`config.mk`:
```
export PLATFORM = sky130hd
export DESIGN_NAME = text_console_cell_writer_core
export DESIGN_NICKNAME = d
export VERILOG_FILES = /design/src/rtl/tccw_pkg.sv /design/src/rtl/text_console_cell_writer_core.sv
export SDC_FILE = /design/constraint.sdc
export NUM_CORES = 1
export LEC_CHECK = 0
export ABC_AREA = 1
export BUFFER_PORTS_ARGS = -buffer_cell sky130_fd_sc_hd__buf_2
export CAP_MARGIN = 10
export CORE_AREA = 2 2 187 189
export DETAILED_ROUTE_END_ITERATION = 16
export DIE_AREA = 0 0 189 191
export PLACE_DENSITY_LB_ADDON = 0.05
export SLEW_MARGIN = 20
export SYNTH_ARGS = -nofsm -noshare
export SYNTH_HDL_FRONTEND = slang
export SYNTH_SLANG_ARGS = --single-unit
export TNS_END_PERCENT = 50
```
`constraint.sdc`:
```
create_clock -name clock -period 4.95 [get_ports clock]
set_input_delay 0.99 -clock clock [delete_from_list [all_inputs] [get_ports clock]]
set_output_delay 0.99 -clock clock [all_outputs]
set_load 0.05 [all_outputs]
```
`src/rtl/tccw_pkg.sv`:
```
// Shared types and constants for the text console cell writer.
package tccw_pkg;

   localparam int ROWS_MAX = 32;
   localparam int COLS_MAX = 128;
   localparam int TAB_MAX = 16;
   localparam int COLOUR_MAX = 15;
   localparam int ROW_W = $clog2(ROWS_MAX);
   localparam int COLIX_W = $clog2(COLS_MAX);
   localparam int ADDR_W = ROW_W + COLIX_W;

   localparam logic [3:0] ACT_CHAR = 4'd0;
   localparam logic [3:0] ACT_LEFT = 4'd1;
   localparam logic [3:0] ACT_RIGHT = 4'd2;
   localparam logic [3:0] ACT_UP = 4'd3;
   localparam logic [3:0] ACT_DOWN = 4'd4;
   localparam logic [3:0] ACT_HOME = 4'd5;
   localparam logic [3:0] ACT_LSTART = 4'd6;
   localparam logic [3:0] ACT_DELETE = 4'd7;
   localparam logic [3:0] ACT_ADVANCE = 4'd8;
   localparam logic [3:0] ACT_GOTO = 4'd9;
   localparam logic [3:0] ACT_COLOUR = 4'd10;

   localparam logic [2:0] KIND_CELL = 3'd0;
   localparam logic [2:0] KIND_REFRESH = 3'd1;
   localparam logic [2:0] KIND_SCROLL = 3'd2;
   localparam logic [2:0] KIND_BEEP = 3'd3;
   localparam logic [2:0] KIND_FINAL = 3'd4;

   localparam logic [7:0] CH_LF = 8'h0a;
   localparam logic [7:0] CH_CR = 8'h0d;
   localparam logic [7:0] CH_BEL = 8'h07;
   localparam logic [7:0] CH_BS = 8'h08;
   localparam logic [7:0] CH_TAB = 8'h09;
   localparam logic [7:0] CH_SPACE = 8'h20;

   localparam logic [2:0] REG_COLS = 3'd0;
   localparam logic [2:0] REG_ROWS = 3'd1;
   localparam logic [2:0] REG_TAB = 3'd2;
   localparam logic [2:0] REG_DFG = 3'd3;
   localparam logic [2:0] REG_DBG = 3'd4;
   localparam logic [2:0] REG_BLANK = 3'd5;

   typedef enum logic [3:0] {
      ST_CLEAR, ST_IDLE, ST_DISPATCH, ST_TABDIV, ST_PUT, ST_LF, ST_SCROLL, ST_FILL,
      ST_CELL, ST_DEL, ST_DEL_RD, ST_DEL_WR, ST_NOTE, ST_FINAL
   } state_type;

endpackage

```
`src/rtl/text_console_cell_writer_core.sv`:
```
// Text console cell writer: sequencer, cursor state and screen memory.
// Plain character: dispatch, put and cell write, then the final cursor word; a new
// word is taken only back in idle. A scrolling line feed adds a scroll word and a fill
// of screen_cols blank cells, a tab repeats the put sequence per cell after a bit-serial
// remainder pass, a delete adds a read and a write per shifted cell. rsp stalls stretch it.
// Reset (synchronous): state, configuration and cursor to defaults, then a memory clear pass.
module text_console_cell_writer_core (
   input  logic        clock,
   input  logic        reset,
   input  logic        req_tvalid,
   output logic        req_tready,
   input  logic [31:0] req_tdata,  // ch, arg1, arg2, arg1_unused, arg2_unused, zero pad
   input  logic [3:0]  req_tuser,  // action
   output logic        rsp_tvalid,
   input  logic        rsp_tready,
   output logic [31:0] rsp_tdata,  // row, col, cell_char, cell_attr, zero pad
   output logic [2:0]  rsp_tuser,  // kind
   output logic        rsp_tlast,
   input  logic        csr_valid,
   output logic        csr_ready,
   input  logic [2:0]  csr_index,
   input  logic [7:0]  csr_data
);
   import tccw_pkg::*;

   state_type state_ff, state_in;

   // configuration
   logic [7:0] cfg_cols_ff;
   logic [5:0] cfg_rows_ff;
   logic [4:0] cfg_tab_ff;
   logic [3:0] dfg_ff, dbg_ff;
   logic [7:0] blank_ff;

   // latched word and effective geometry
   logic [3:0] act_ff, act_in;
   logic [7:0] ch_ff, ch_in, a1_ff, a1_in, a2_ff, a2_in;
   logic       a1u_ff, a1u_in, a2u_ff, a2u_in;
   logic [7:0] ecols_ff, ecols_in;
   logic [5:0] erows_ff, erows_in;
   logic [4:0] tab_ff, tab_in;

   // console state
   logic [ROW_W-1:0] row_ff, row_in, top_ff, top_in;
   logic [7:0]       col_ff, col_in;
   logic [3:0]       fg_ff, fg_in, bg_ff, bg_in;

   // sequencer working registers
   logic [ADDR_W-1:0] sweep_ff, sweep_in;
   logic [4:0] k_ff, k_in, rem_ff, rem_in;
   logic [2:0] bit_ff, bit_in;
   logic       lfcell_ff, lfcell_in;
   logic [7:0] cnt_ff, cnt_in, pch_ff, pch_in;
   logic [2:0] note_ff, note_in;

   // output register
   logic       ov_ff, ov_in;
   logic [2:0] okind_ff, okind_in;
   logic [4:0] orow_ff, orow_in;
   logic [7:0] ocol_ff, ocol_in, och_ff, och_in, oattr_ff, oattr_in;
   logic       olast_ff, olast_in;

   // screen memory
   logic [15:0] screen_mem [2**ADDR_W];
   logic [15:0] rdq_ff;
   logic              mem_we;
   logic [ADDR_W-1:0] mem_wa, mem_ra;
   logic [15:0]       mem_wd;

   logic accept, out_free;
   logic [7:0] ecols_c;
   logic [5:0] erows_c;
   logic [4:0] tab_c;
   logic [ROW_W-1:0] line;
   logic [7:0] cur_attr, fill_attr;
   logic [8:0] sum9, lim9, rsum9, rlim9;
   logic [7:0] lmove;
   logic [8:0] rlmove;
   logic [5:0] tsh, tsub;
   logic [7:0] back_col;

   assign accept = req_tvalid && req_tready;
   assign req_tready = (state_ff == ST_IDLE);
   assign csr_ready = 1'b1;
   assign out_free = !ov_ff || rsp_tready;

   assign ecols_c = (cfg_cols_ff == 8'd0) ? 8'd1 :
                    (cfg_cols_ff > 8'(COLS_MAX)) ? 8'(COLS_MAX) : cfg_cols_ff;
   assign erows_c = (cfg_rows_ff == 6'd0) ? 6'd1 :
                    (cfg_rows_ff > 6'(ROWS_MAX)) ? 6'(ROWS_MAX) : cfg_rows_ff;
   assign tab_c   = (cfg_tab_ff == 5'd0) ? 5'd1 :
                    (cfg_tab_ff > 5'(TAB_MAX)) ? 5'(TAB_MAX) : cfg_tab_ff;

   assign line = top_ff + row_ff;
   assign cur_attr = {bg_ff, fg_ff};
   assign fill_attr = {dbg_ff, dfg_ff};

   // cursor move arithmetic
   assign sum9  = {1'b0, col_ff} + {1'b0, a1_ff};
   assign lim9  = {1'b0, ecols_ff} - 9'd1;
   assign lmove = (a1_ff > col_ff) ? 8'd0 : col_ff - a1_ff;
   assign rsum9 = 9'(row_ff) + {1'b0, a1_ff};
   assign rlim9 = 9'(erows_ff) - 9'd1;
   assign rlmove = (a1_ff > 8'(row_ff)) ? 9'd0 : 9'(row_ff) - {1'b0, a1_ff};

   // one restoring remainder step for the tab stop
   assign tsh  = {rem_ff, col_ff[bit_ff]};
   assign tsub = (tsh >= {1'b0, tab_ff}) ? tsh - {1'b0, tab_ff} : tsh;
   assign back_col = sweep_ff[7:0] - cnt_ff;

   // next state
   always_comb begin
      state_in = state_ff;
      case (state_ff)
         ST_CLEAR: if (sweep_ff == '1) state_in = ST_IDLE;
         ST_IDLE: if (accept) state_in = ST_DISPATCH;
         ST_DISPATCH: begin
            state_in = ST_FINAL;
            if (act_ff == ACT_DELETE) state_in = ST_DEL;
            else if (act_ff == ACT_CHAR) begin
               case (ch_ff)
                  CH_LF:  state_in = ST_LF;
                  CH_CR:  state_in = ST_FINAL;
                  CH_BEL: state_in = ST_NOTE;
                  CH_BS:  state_in = ST_DEL;
                  CH_TAB: state_in = ST_TABDIV;
                  default: state_in = ST_PUT;
               endcase
            end
         end
         ST_TABDIV: if (bit_ff == 3'd0) state_in = ST_PUT;
         ST_PUT: state_in = (col_ff >= ecols_ff) ? ST_LF : ST_CELL;
         ST_LF: begin
            if (9'(row_ff) + 9'd1 >= 9'(erows_ff)) state_in = ST_SCROLL;
            else state_in = lfcell_ff ? ST_CELL : ST_FINAL;
         end
         ST_SCROLL: if (out_free) state_in = ST_FILL;
         ST_FILL: begin
            if (sweep_ff[7:0] == ecols_ff - 8'd1) state_in = lfcell_ff ? ST_CELL : ST_FINAL;
         end
         ST_CELL: if (out_free) state_in = (k_ff == 5'd1) ? ST_FINAL : ST_PUT;
         ST_DEL: state_in = (col_ff < cnt_ff) ? ST_NOTE : ST_DEL_RD;
         ST_DEL_RD: state_in = (sweep_ff[7:0] >= ecols_ff) ? ST_NOTE : ST_DEL_WR;
         ST_DEL_WR: state_in = ST_DEL_RD;
         ST_NOTE: if (out_free) state_in = ST_FINAL;
         ST_FINAL: if (out_free) state_in = ST_IDLE;
         default: state_in = ST_IDLE;
      endcase
   end

   // datapath, memory port and result word
   always_comb begin
      act_in = act_ff; ch_in = ch_ff; a1_in = a1_ff; a2_in = a2_ff;
      a1u_in = a1u_ff; a2u_in = a2u_ff;
      ecols_in = ecols_ff; erows_in = erows_ff; tab_in = tab_ff;
      row_in = row_ff; col_in = col_ff; top_in = top_ff; fg_in = fg_ff; bg_in = bg_ff;
      sweep_in = sweep_ff; k_in = k_ff; rem_in = rem_ff; bit_in = bit_ff;
      lfcell_in = lfcell_ff; cnt_in = cnt_ff; pch_in = pch_ff; note_in = note_ff;
      ov_in = ov_ff && !rsp_tready;
      okind_in = okind_ff; orow_in = orow_ff; ocol_in = ocol_ff;
      och_in = och_ff; oattr_in = oattr_ff; olast_in = olast_ff;
      mem_we = 1'b0; mem_wa = {line, col_ff[COLIX_W-1:0]}; mem_wd = '0;
      mem_ra = {line, sweep_ff[COLIX_W-1:0]};
      case (state_ff)
         ST_CLEAR: begin
            mem_we = 1'b1; mem_wa = sweep_ff; mem_wd = '0;
            sweep_in = sweep_ff + 1'b1;
         end
         ST_IDLE: if (accept) begin
            act_in = req_tuser; ch_in = req_tdata[7:0]; a1_in = req_tdata[15:8];
            a2_in = req_tdata[23:16]; a1u_in = req_tdata[24]; a2u_in = req_tdata[25];
            ecols_in = ecols_c; erows_in = erows_c; tab_in = tab_c;
            // cursor clamp against a shrunk screen
            if ({1'b0, row_ff} >= erows_c) row_in = ROW_W'(erows_c - 6'd1);
            if (col_ff > ecols_c) col_in = ecols_c;
         end
         ST_DISPATCH: begin
            lfcell_in = 1'b0; k_in = 5'd1; pch_in = ch_ff;
            rem_in = '0; bit_in = 3'd7; cnt_in = 8'd1; note_in = KIND_BEEP;
            case (act_ff)
               ACT_CHAR: begin
                  if (ch_ff == CH_CR) col_in = 8'd0;
                  if (ch_ff == CH_TAB) pch_in = CH_SPACE;
               end
               ACT_LEFT: col_in = ({1'b0, lmove} > lim9) ? lim9[7:0] : lmove;
               ACT_RIGHT, ACT_ADVANCE: col_in = (sum9 > lim9) ? lim9[7:0] : sum9[7:0];
               ACT_UP: row_in = (rlmove > rlim9) ? ROW_W'(rlim9) : ROW_W'(rlmove);
               ACT_DOWN: row_in = (rsum9 > rlim9) ? ROW_W'(rlim9) : ROW_W'(rsum9);
               ACT_HOME: begin col_in = 8'd0; row_in = '0; end
               ACT_LSTART: col_in = 8'd0;
               ACT_DELETE: cnt_in = a1_ff;
               ACT_GOTO: begin
                  col_in = (a1_ff < ecols_ff) ? a1_ff : ecols_ff - 8'd1;
                  row_in = (a2_ff < 8'(erows_ff)) ? ROW_W'(a2_ff) : ROW_W'(erows_ff - 6'd1);
               end
               ACT_COLOUR: begin
                  fg_in = a1u_ff ? dfg_ff : (a1_ff > 8'(COLOUR_MAX)) ? 4'(COLOUR_MAX) : a1_ff[3:0];
                  bg_in = a2u_ff ? dbg_ff : (a2_ff > 8'(COLOUR_MAX)) ? 4'(COLOUR_MAX) : a2_ff[3:0];
               end
               default: ;
            endcase
         end
         ST_TABDIV: begin
            rem_in = tsub[4:0];
            bit_in = bit_ff - 3'd1;
            if (bit_ff == 3'd0) k_in = tab_ff - tsub[4:0];
         end
         ST_PUT: lfcell_in = 1'b1;
         ST_LF: begin
            col_in = 8'd0;
            sweep_in = '0;
            if (9'(row_ff) + 9'd1 >= 9'(erows_ff)) begin
               top_in = top_ff + 1'b1;
               row_in = ROW_W'(erows_ff - 6'd1);
            end else row_in = row_ff + 1'b1;
         end
         ST_SCROLL: if (out_free) begin
            ov_in = 1'b1; okind_in = KIND_SCROLL; orow_in = row_ff; ocol_in = 8'd0;
            och_in = blank_ff; oattr_in = fill_attr; olast_in = 1'b0;
         end
         ST_FILL: begin
            mem_we = 1'b1; mem_wa = {line, sweep_ff[COLIX_W-1:0]};
            mem_wd = {fill_attr, blank_ff};
            sweep_in = sweep_ff + 1'b1;
         end
         ST_CELL: if (out_free) begin
            mem_we = 1'b1; mem_wd = {cur_attr, pch_ff};
            ov_in = 1'b1; okind_in = KIND_CELL; orow_in = row_ff; ocol_in = col_ff;
            och_in = pch_ff; oattr_in = cur_attr; olast_in = 1'b0;
            col_in = col_ff + 8'd1;
            k_in = k_ff - 5'd1;
         end
         ST_DEL: begin
            sweep_in = ADDR_W'(col_ff);
            note_in = (col_ff < cnt_ff) ? KIND_BEEP : KIND_REFRESH;
         end
         ST_DEL_RD: if (sweep_ff[7:0] >= ecols_ff) col_in = col_ff - cnt_ff;
         ST_DEL_WR: begin
            mem_we = 1'b1; mem_wa = {line, back_col[COLIX_W-1:0]}; mem_wd = rdq_ff;
            sweep_in = sweep_ff + 1'b1;
         end
         ST_NOTE: if (out_free) begin
            ov_in = 1'b1; okind_in = note_ff; orow_in = row_ff;
            ocol_in = (note_ff == KIND_BEEP) ? col_ff : 8'd0;
            och_in = 8'd0; oattr_in = 8'd0; olast_in = 1'b0;
         end
         ST_FINAL: if (out_free) begin
            ov_in = 1'b1; okind_in = KIND_FINAL; orow_in = row_ff; ocol_in = col_ff;
            och_in = 8'd0; oattr_in = cur_attr; olast_in = 1'b1;
         end
         default: ;
      endcase
   end

   always_ff @(posedge clock) begin
      if (reset) begin
         state_ff <= ST_CLEAR;
         sweep_ff <= '0;
         cfg_cols_ff <= 8'd80; cfg_rows_ff <= 6'd25; cfg_tab_ff <= 5'd8;
         dfg_ff <= 4'd7; dbg_ff <= 4'd0; blank_ff <= CH_SPACE;
         row_ff <= '0; col_ff <= '0; top_ff <= '0; fg_ff <= 4'd7; bg_ff <= 4'd0;
         ov_ff <= 1'b0;
      end else begin
         state_ff <= state_in;
         sweep_ff <= sweep_in;
         row_ff <= row_in; col_ff <= col_in; top_ff <= top_in;
         fg_ff <= fg_in; bg_ff <= bg_in;
         ov_ff <= ov_in;
         if (csr_valid) begin
            case (csr_index)
               REG_COLS:  cfg_cols_ff <= csr_data;
               REG_ROWS:  cfg_rows_ff <= csr_data[5:0];
               REG_TAB:   cfg_tab_ff <= csr_data[4:0];
               REG_DFG:   dfg_ff <= csr_data[3:0];
               REG_DBG:   dbg_ff <= csr_data[3:0];
               REG_BLANK: blank_ff <= csr_data;
               default: ;
            endcase
         end
      end
   end

   always_ff @(posedge clock) begin
      act_ff <= act_in; ch_ff <= ch_in; a1_ff <= a1_in; a2_ff <= a2_in;
      a1u_ff <= a1u_in; a2u_ff <= a2u_in;
      ecols_ff <= ecols_in; erows_ff <= erows_in; tab_ff <= tab_in;
      k_ff <= k_in; rem_ff <= rem_in; bit_ff <= bit_in; lfcell_ff <= lfcell_in;
      cnt_ff <= cnt_in; pch_ff <= pch_in; note_ff <= note_in;
      okind_ff <= okind_in; orow_ff <= orow_in; ocol_ff <= ocol_in;
      och_ff <= och_in; oattr_ff <= oattr_in; olast_ff <= olast_in;
   end

   always_ff @(posedge clock) begin
      if (mem_we) screen_mem[mem_wa] <= mem_wd;
      rdq_ff <= screen_mem[mem_ra];
   end

   assign rsp_tvalid = ov_ff;
   assign rsp_tuser = okind_ff;
   assign rsp_tlast = olast_ff;
   assign rsp_tdata = {3'd0, oattr_ff, och_ff, ocol_ff, orow_ff};

endmodule

```
==> results of run 1 <==
==> stage by stage <==
stage | util [%] | setup WS (ns)
after floorplan | - | 1.41
after global placement | 42.2 | 0.903
after detailed placement | 42.2 | 0.809
after CTS | 43.9 | 0.793
after global routing | 43.9 | 0.356
final | 43.9 | 0.765
==> logic make-up after synthesis <==
kind of cell	Yosys count	share of synthesized area, %
other	2	0.0558
and+or+nand+nor	842	26.7
DFF	186	36.1
adders and majority gates	144	13.8
buffers and inverters	326	9.33
AOI/OAI and AO/OA	279	12.0
xor gates and xnor gates	31	2.02
==> registers in the layout, summed over array words and instances, names as in the netlist, 6 cells and up <==
register and flops:
blank_ff 8, cnt_ff 8, col_ff 8, cfg_cols_ff 8
ch_ff 8, ocol_ff 8, och_ff 8, pch_ff 8
sweep_ff 12, cfg_rows_ff 6, oattr_ff 8, a1_ff 8
ecols_ff 8, erows_ff 6, a2_ff 8
==> cells in the final DEF, fill, tap and decap left out, types with 5 or more instances in the layout <==
cell | synthesis | routed
a211oi_1 | 8 | 8
a21o_1 | 6 | 6
a21oi_1 | 101 | 101
a22o_1 | 9 | 9
a31oi_1 | 18 | 18
buf_2 | 4 | 80
buf_4 | 4 | 14
clkbuf_16 | 0 | 18
conb_1 | 2 | 6
dfxtp_1 | 73 | 73
edfxtp_1 | 113 | 113
fa_1 | 7 | 7
ha_1 | 137 | 137
inv_1 | 278 | 278
inv_2 | 8 | 9
inv_6 | 1 | 7
nand2_1 | 414 | 414
nand3_1 | 150 | 150
nand3b_1 | 11 | 11
nand4_1 | 28 | 28
nor2_1 | 201 | 200
nor3_1 | 16 | 16
o211ai_1 | 14 | 14
o21ai_0 | 93 | 93
o21bai_1 | 5 | 5
o22ai_1 | 6 | 6
or2_2 | 7 | 7
xnor2_1 | 8 | 8
xor2_1 | 23 | 23
==> cell type report <==
cell class,instances,area (um^2)
multi-input combinational,1302,7370
clock inverter,13,121
timing repair buffer,94,505
inverter,289,1090
clock buffer,19,454
fill,3490,19200
tap,455,569
sequential,186,4850
==> power breakdown <==
part | internal, W | total [W] | switching (W)
clock | 0.000694 | 0.00136 | 0.000669
sequential | 0.00174 | 0.00185 | 0.000112
combinational | 0.000459 | 0.00141 | 0.000947
total | 0.00289 | 0.00462 | 0.00173
==> worst min-delay path by stage <==
stage | slack (ns) | to
CTS | 0.45 | pch_ff[4]
floorplan | 0.43 | blank_ff[5]
finish | 0.45 | pch_ff[4]
detailed placement | 0.44 | pch_ff[4]
global route | 0.46 | pch_ff[4]
global placement | 0.43 | pch_ff[4]
==> layer usage <==
layer	global-route usage [%]	vias up	wire length, um
met3	3.93	60	1970
met4	8.32	2	1270
met1	30.7	5610	19200
met2	37.5	325	18600
met5	0	-	13
li1	-	6141	-
==> impl_metrics.tcl, run 1 <==
set metrics [dict create \
    status "finished, final reports clean" \
    synth-edff-count 113 \
    ys_top_cells_by_count "nand2_1, inv_1, nor2_1, nand3_1, ha_1" \
    worstSetupStartpoint "bit_ff[0]" \
    clkSinkCount 186 \
    worstPathRequired_ns 5.15 \
    async_reset_ff_share_pct 0 \
    slew_viol_final 0 \
    yosysTopAreaCellShare_pct 25.2 \
    cts_buffers 17 \
    worstPathArrival_ns 4.39 \
    ant_nets 0 \
    ys_seq_elements 186 \
    synth.avg_cell_area_um2 7.44 \
    worstMarginPinSlew_ns 1.15 \
    finalPower_w 0.00462 \
    max_cap_violations 0 \
    yosys_warnings 0 \
    num_rows 68 \
    worstSetupEndpoint "k_ff[4]" \
    wire_per_inst_um 17.4 \
    crit_cells 24 \
    synth_area_mm2 0.0135 \
    fin_nets 2086 \
    gp_congestion 0.906 \
    synth_area_leaders "edfxtp_1, ha_1, nand2_1" \
    postPlaceCellArea_mm2 0.0144 \
    tns_ns 0 \
    num_antenna_cells 0 \
    hold_path_depth 0 \
    crit_path_top_delay_cell "edfxtp_1" \
    r2r_slack_ns 0.76 \
    cts_tree "built" \
    ioPinCount 91 \
    vias_per_cell 5.15 \
    ctsResizeCount 0 \
    maxSlewHeadroom_pct 22.9 \
    first_pass_iters 5 \
    synth.most_common_cell "nand2_1" \
    path_buf_inv 6 \
    core_area_mm2 0.0341 \
    dp_hpwl_um 32200 \
    irDropWorstVdd_mv 0.266 \
    initial_core_util_pct 39.5 \
    drive_gt1_share_pct 8.36 \
    synth-seq-area-share_pct 36.1 \
    synth.distinct_cells 53 \
    end_kind "flip-flop" \
    rsz0062_at_grt "false" \
    min_from "ch_ff[4]" \
    hold_viol 0 \
    r2r_cells 24 \
    root_buffer "clkbuf_16" \
    hp-class "reg2reg" \
    holdBufCountCts 0 \
    r2r-start "bit_ff[0]" \
    stdcell_area_mm2 0.0150 \
    grt_usage_pct 23.0 \
    area_growth_pct 11.2 \
    power.density_mw_per_mm2 309 \
    path_delay_family "compound AO/OA/AOI/OAI gates" \
    synth_top_cell_by_area "edfxtp_1" \
    dieWidth_um 189 \
    r2r-end "k_ff[4]" \
    dieArea_mm2 0.0361 \
    synth_flop_cell "edfxtp_1" \
    cts.clk_slew.worst_paths_ns 0.07 \
    htree_num_levels 4 \
    grt_max_degree 38 \
    drtIter0Drc 897 \
    start_kind "flip-flop" \
    vias 12138 \
    p_leak_nw 7.02 \
    chipHeight_um 191 \
    period_needed_ns 4.19 \
    drc 0 \
    worstSkewPairLatency_ns 0.46 \
    placedCellCount 2326 \
    fin_skew_ns 0.0247 \
    grt-ovfl-total 0 \
    cpMostUsedCell "inv_1" \
    holdWs_ns 0.451 \
    grt_antenna_before_repair 1 \
    cts_buffer_depth 2 \
    grt_first_pass_wirelength_um 63500 \
    finalCritPeriodShare_pct 84.5 \
    portBuffers 80 \
    setup_viol 0 \
    path_class "reg2reg" \
    fmax_ghz 0.239 \
    final_cell_count_no_fill 2358 \
    post_cts_buffers 0 \
    critPathMaxStageDelay_ns 0.46 \
    grt_pass1_vias 11373 \
    netlist_instances 1810 \
    routed_wl_um 41100 \
    worstPathCellList "inv_1, a21oi_1, o21ai_0, nand2_1, inv_1, o21a_1, ha_1, inv_1, fa_1, inv_1, nor2_1, a211oi_1, nor2_1, nor2_1, inv_1, o21ai_0, fa_1, inv_1, nand2_1, nand2_1, a21oi_1, xor2_1, xor2_1, o21ai_0" \
    cp_max_fo 7 \
]
(Power assumes the default switching activity.)
==> run 2, diff against run 1 <==
--- a/config.mk
+++ b/config.mk
@@ -5,12 +5,12 @@
 export SDC_FILE = /design/constraint.sdc
 export NUM_CORES = 1
 export LEC_CHECK = 0
-export ABC_AREA = 1
+export ABC_AREA = 0
 export BUFFER_PORTS_ARGS = -buffer_cell sky130_fd_sc_hd__buf_2
 export CAP_MARGIN = 10
-export CORE_AREA = 2 2 187 189
+export CORE_AREA = 2 2 186 188
 export DETAILED_ROUTE_END_ITERATION = 16
-export DIE_AREA = 0 0 189 191
+export DIE_AREA = 0 0 188 190
 export PLACE_DENSITY_LB_ADDON = 0.05
 export SLEW_MARGIN = 20
 export SYNTH_ARGS = -nofsm -noshare
==> constraint.sdc (replaced) <==
create_clock -name clock -period 4.2 [get_ports clock]
set_input_delay 0.84 -clock clock [delete_from_list [all_inputs] [get_ports clock]]
set_output_delay 0.84 -clock clock [all_outputs]
set_load 0.05 [all_outputs]
==> impl_metrics.tcl, run 2 <==
set metrics [dict create \
    dieWidth_um 188 \
    num_antenna_cells 0 \
    synth.most_common_cell "ha_1" \
    r2r_slack_ns 0.09 \
    gp_congestion 0.918 \
    vias_per_cell 5.55 \
    synth_compound_area_share_pct 18.3 \
    drive_gt1_share_pct 18.2 \
    end_kind "flip-flop" \
    async_reset_ff_share_pct 0 \
    grt_antenna_before_repair 0 \
    hp-class "reg2reg" \
    yosysTopAreaCellShare_pct 25.5 \
    grt_pass1_vias 11105 \
    min_from "bg_ff[2]" \
    r2r_cells 15 \
    worstSetupEndpoint "col_ff[3]" \
    synth_top_family_by_area "compound AO/OA/AOI/OAI gates" \
    ys_top_cells_by_count "ha_1, nor2_1, edfxtp_1, inv_1, nand2_1" \
    worstSetupStartpoint "a1_ff[1]" \
    synth.distinct_cells 87 \
    first_pass_iters 5 \
    ant_nets 0 \
    num_rows 68 \
    fmax_ghz 0.244 \
    status "finished, final reports clean" \
    htree_num_levels 4 \
    wire_per_inst_um 20.4 \
    path_class "reg2reg" \
    synth_area_leaders "edfxtp_1, ha_1, dfxtp_1" \
    setup_viol 0 \
    fin_skew_ns 0.0133 \
    initial_core_util_pct 39.2 \
    clkSinkCount 186 \
    final_common_cell "ha_1" \
    vias 11365 \
    r2r-end "col_ff[3]" \
    drc 0 \
    maxSlewHeadroom_pct 34.0 \
    final_cell_count_no_fill 2048 \
    cts_tree "built" \
    synthXorXnorAreaFrac_pct 4.20 \
    p_leak_nw 6.40 \
    dieArea_mm2 0.0357 \
    fin_nets 1776 \
    holdBufCountCts 0 \
    synth.avg_cell_area_um2 9.32 \
    mostFrequentLayoutCells "ha_1, nor2_1, edfxtp_1" \
    ys_seq_elements 186 \
    top_register "sweep_ff" \
    start_kind "flip-flop" \
    finalCritPeriodShare_pct 97.8 \
    slew_viol_final 0 \
    synth-simple-area-share_pct 17.6 \
    hold_viol 0 \
    grt_usage_pct 23.7 \
    cts_buffer_depth 2 \
    worstPathArrival_ns 4.47 \
    grt_first_pass_wirelength_um 64700 \
    utilization_pct 46.0 \
    ioPinCount 91 \
    largest_reg_flops 12 \
    cts.clk_slew.worst_paths_ns 0.07 \
    synth-edff-count 113 \
    irDropWorstVdd_mv 0.309 \
    period_needed_ns 4.11 \
    dp_hpwl_um 32800 \
    synth_fa_ha_area_share_pct 13.9 \
    r2r-start "a1_ff[1]" \
    max_cap_violations 0 \
    routed_wl_um 41800 \
    synth_area_mm2 0.0133 \
    netlist_instances 1427 \
    yosys_warnings 0 \
    portBuffers 80 \
    worstSkewPairLatency_ns 0.46 \
    synth-seq-area-share_pct 36.5 \
    grt_max_degree 35 \
    chipHeight_um 190 \
    synth_top_cell_by_area "edfxtp_1" \
    worstMarginPinSlew_ns 0.990 \
    cts_buffers 17 \
    area_growth_pct 17.4 \
    cp_max_fo 6 \
    fill_cells 3310 \
    core_area_mm2 0.0339 \
    worstPathRequired_ns 4.56 \
    rsz0062_at_grt "true" \
    synth_flop_cell "edfxtp_1" \
    synth.area.mux_share_pct 4.38 \
    root_buffer "clkbuf_16" \
    grt-ovfl-total 0 \
    drtIter0Drc 697 \
    power.density_mw_per_mm2 287 \
    placedCellCount 2008 \
]
## run 2: cell families after synthesis
group,count (synthesis)
AND/OR/NAND/NOR,466
flip-flops,186
XOR/XNOR,56
AO/OA/AOI/OAI,348
buffers and inverters,170
multiplexers,55
adder cells (fa/ha/maj),144
other,2
## run 2: repair_timing
action                                  in CTS  in global routing
setup buffers                                1                  7
pin swaps                                    1                 15
resized for setup                            4                 40
endpoints found under the setup margin       3                 14
## run 2: final cells by class
class	instances	area, um^2	share of cell area (%)
Sequential cell	186	4860	31.1
Timing Repair Buffer	189	1220	7.82
Inverter	111	417	2.67
Clock inverter	13	146	0.937
Clock buffer	19	433	2.77
Multi-Input combinational cell	1075	7980	51.1
Tap cell	455	569	3.64
## run 2: routing by layer
metal | global-route usage [%] | part of all wire, % | vias to the layer above
met4 | 7.45 | 2.7 | 0
met3 | 3.08 | 3.4 | 57
met1 | 31.8 | 47 | 5473
met2 | 39.6 | 47 | 267
met5 | 0 | 0 | -
li1 | - | - | 5568
## run 2: power by group
part           switching [W]  total [W]  internal, W
Sequential         0.0000563    0.00205      0.00199
Clock               0.000793    0.00164     0.000847
Combinational       0.000483   0.000802     0.000318
Total                0.00133    0.00449      0.00316
## run 2: how the worst min path moves through the flow
stage / endpoint / cells past startpoint / slack (ns)
CTS: bg_ff[2] / 2 / 0.45
global route: bg_ff[3] / 2 / 0.47
floorplan: bg_ff[0] / 2 / 0.43
global placement: bg_ff[3] / 2 / 0.44
detailed placement: pch_ff[7] / 0 / 0.44
finish: bg_ff[2] / 2 / 0.45
## run 2: per-stage QoR
stage | total power (W) | TNS, ns | hold slack, ns | worst slack [ns] | area (um^2)
floorplan | 0.00259 | 0 | 0.432 | 0.0116 | 13300
global placement | 0.00286 | -0.151 | 0.438 | -0.114 | 14800
detailed placement | 0.00287 | -0.0942 | 0.438 | -0.0791 | 14800
CTS | 0.00450 | 0 | 0.455 | 0.0262 | 15400
global route | 0.00469 | -0.113 | 0.468 | -0.0400 | 15600
finish | 0.00449 | 0 | 0.451 | 0.0932 | 15600
## run 2: worst max-delay path, stage by stage (launching register included)
cell and delay (ns):
edfxtp_1 0.47, inv_1 0.09, ha_1 0.31, nor2b_1 0.14
o31a_1 0.29, o31ai_2 0.28, xor2_1 0.36, nor2_1 0.09
ha_1 0.29, nand3_1 0.10, or3_1 0.38, o211a_4 0.19
nand2b_4 0.20, a2111oi_4 0.43, o21ai_1 0.16, a311oi_2 0.24
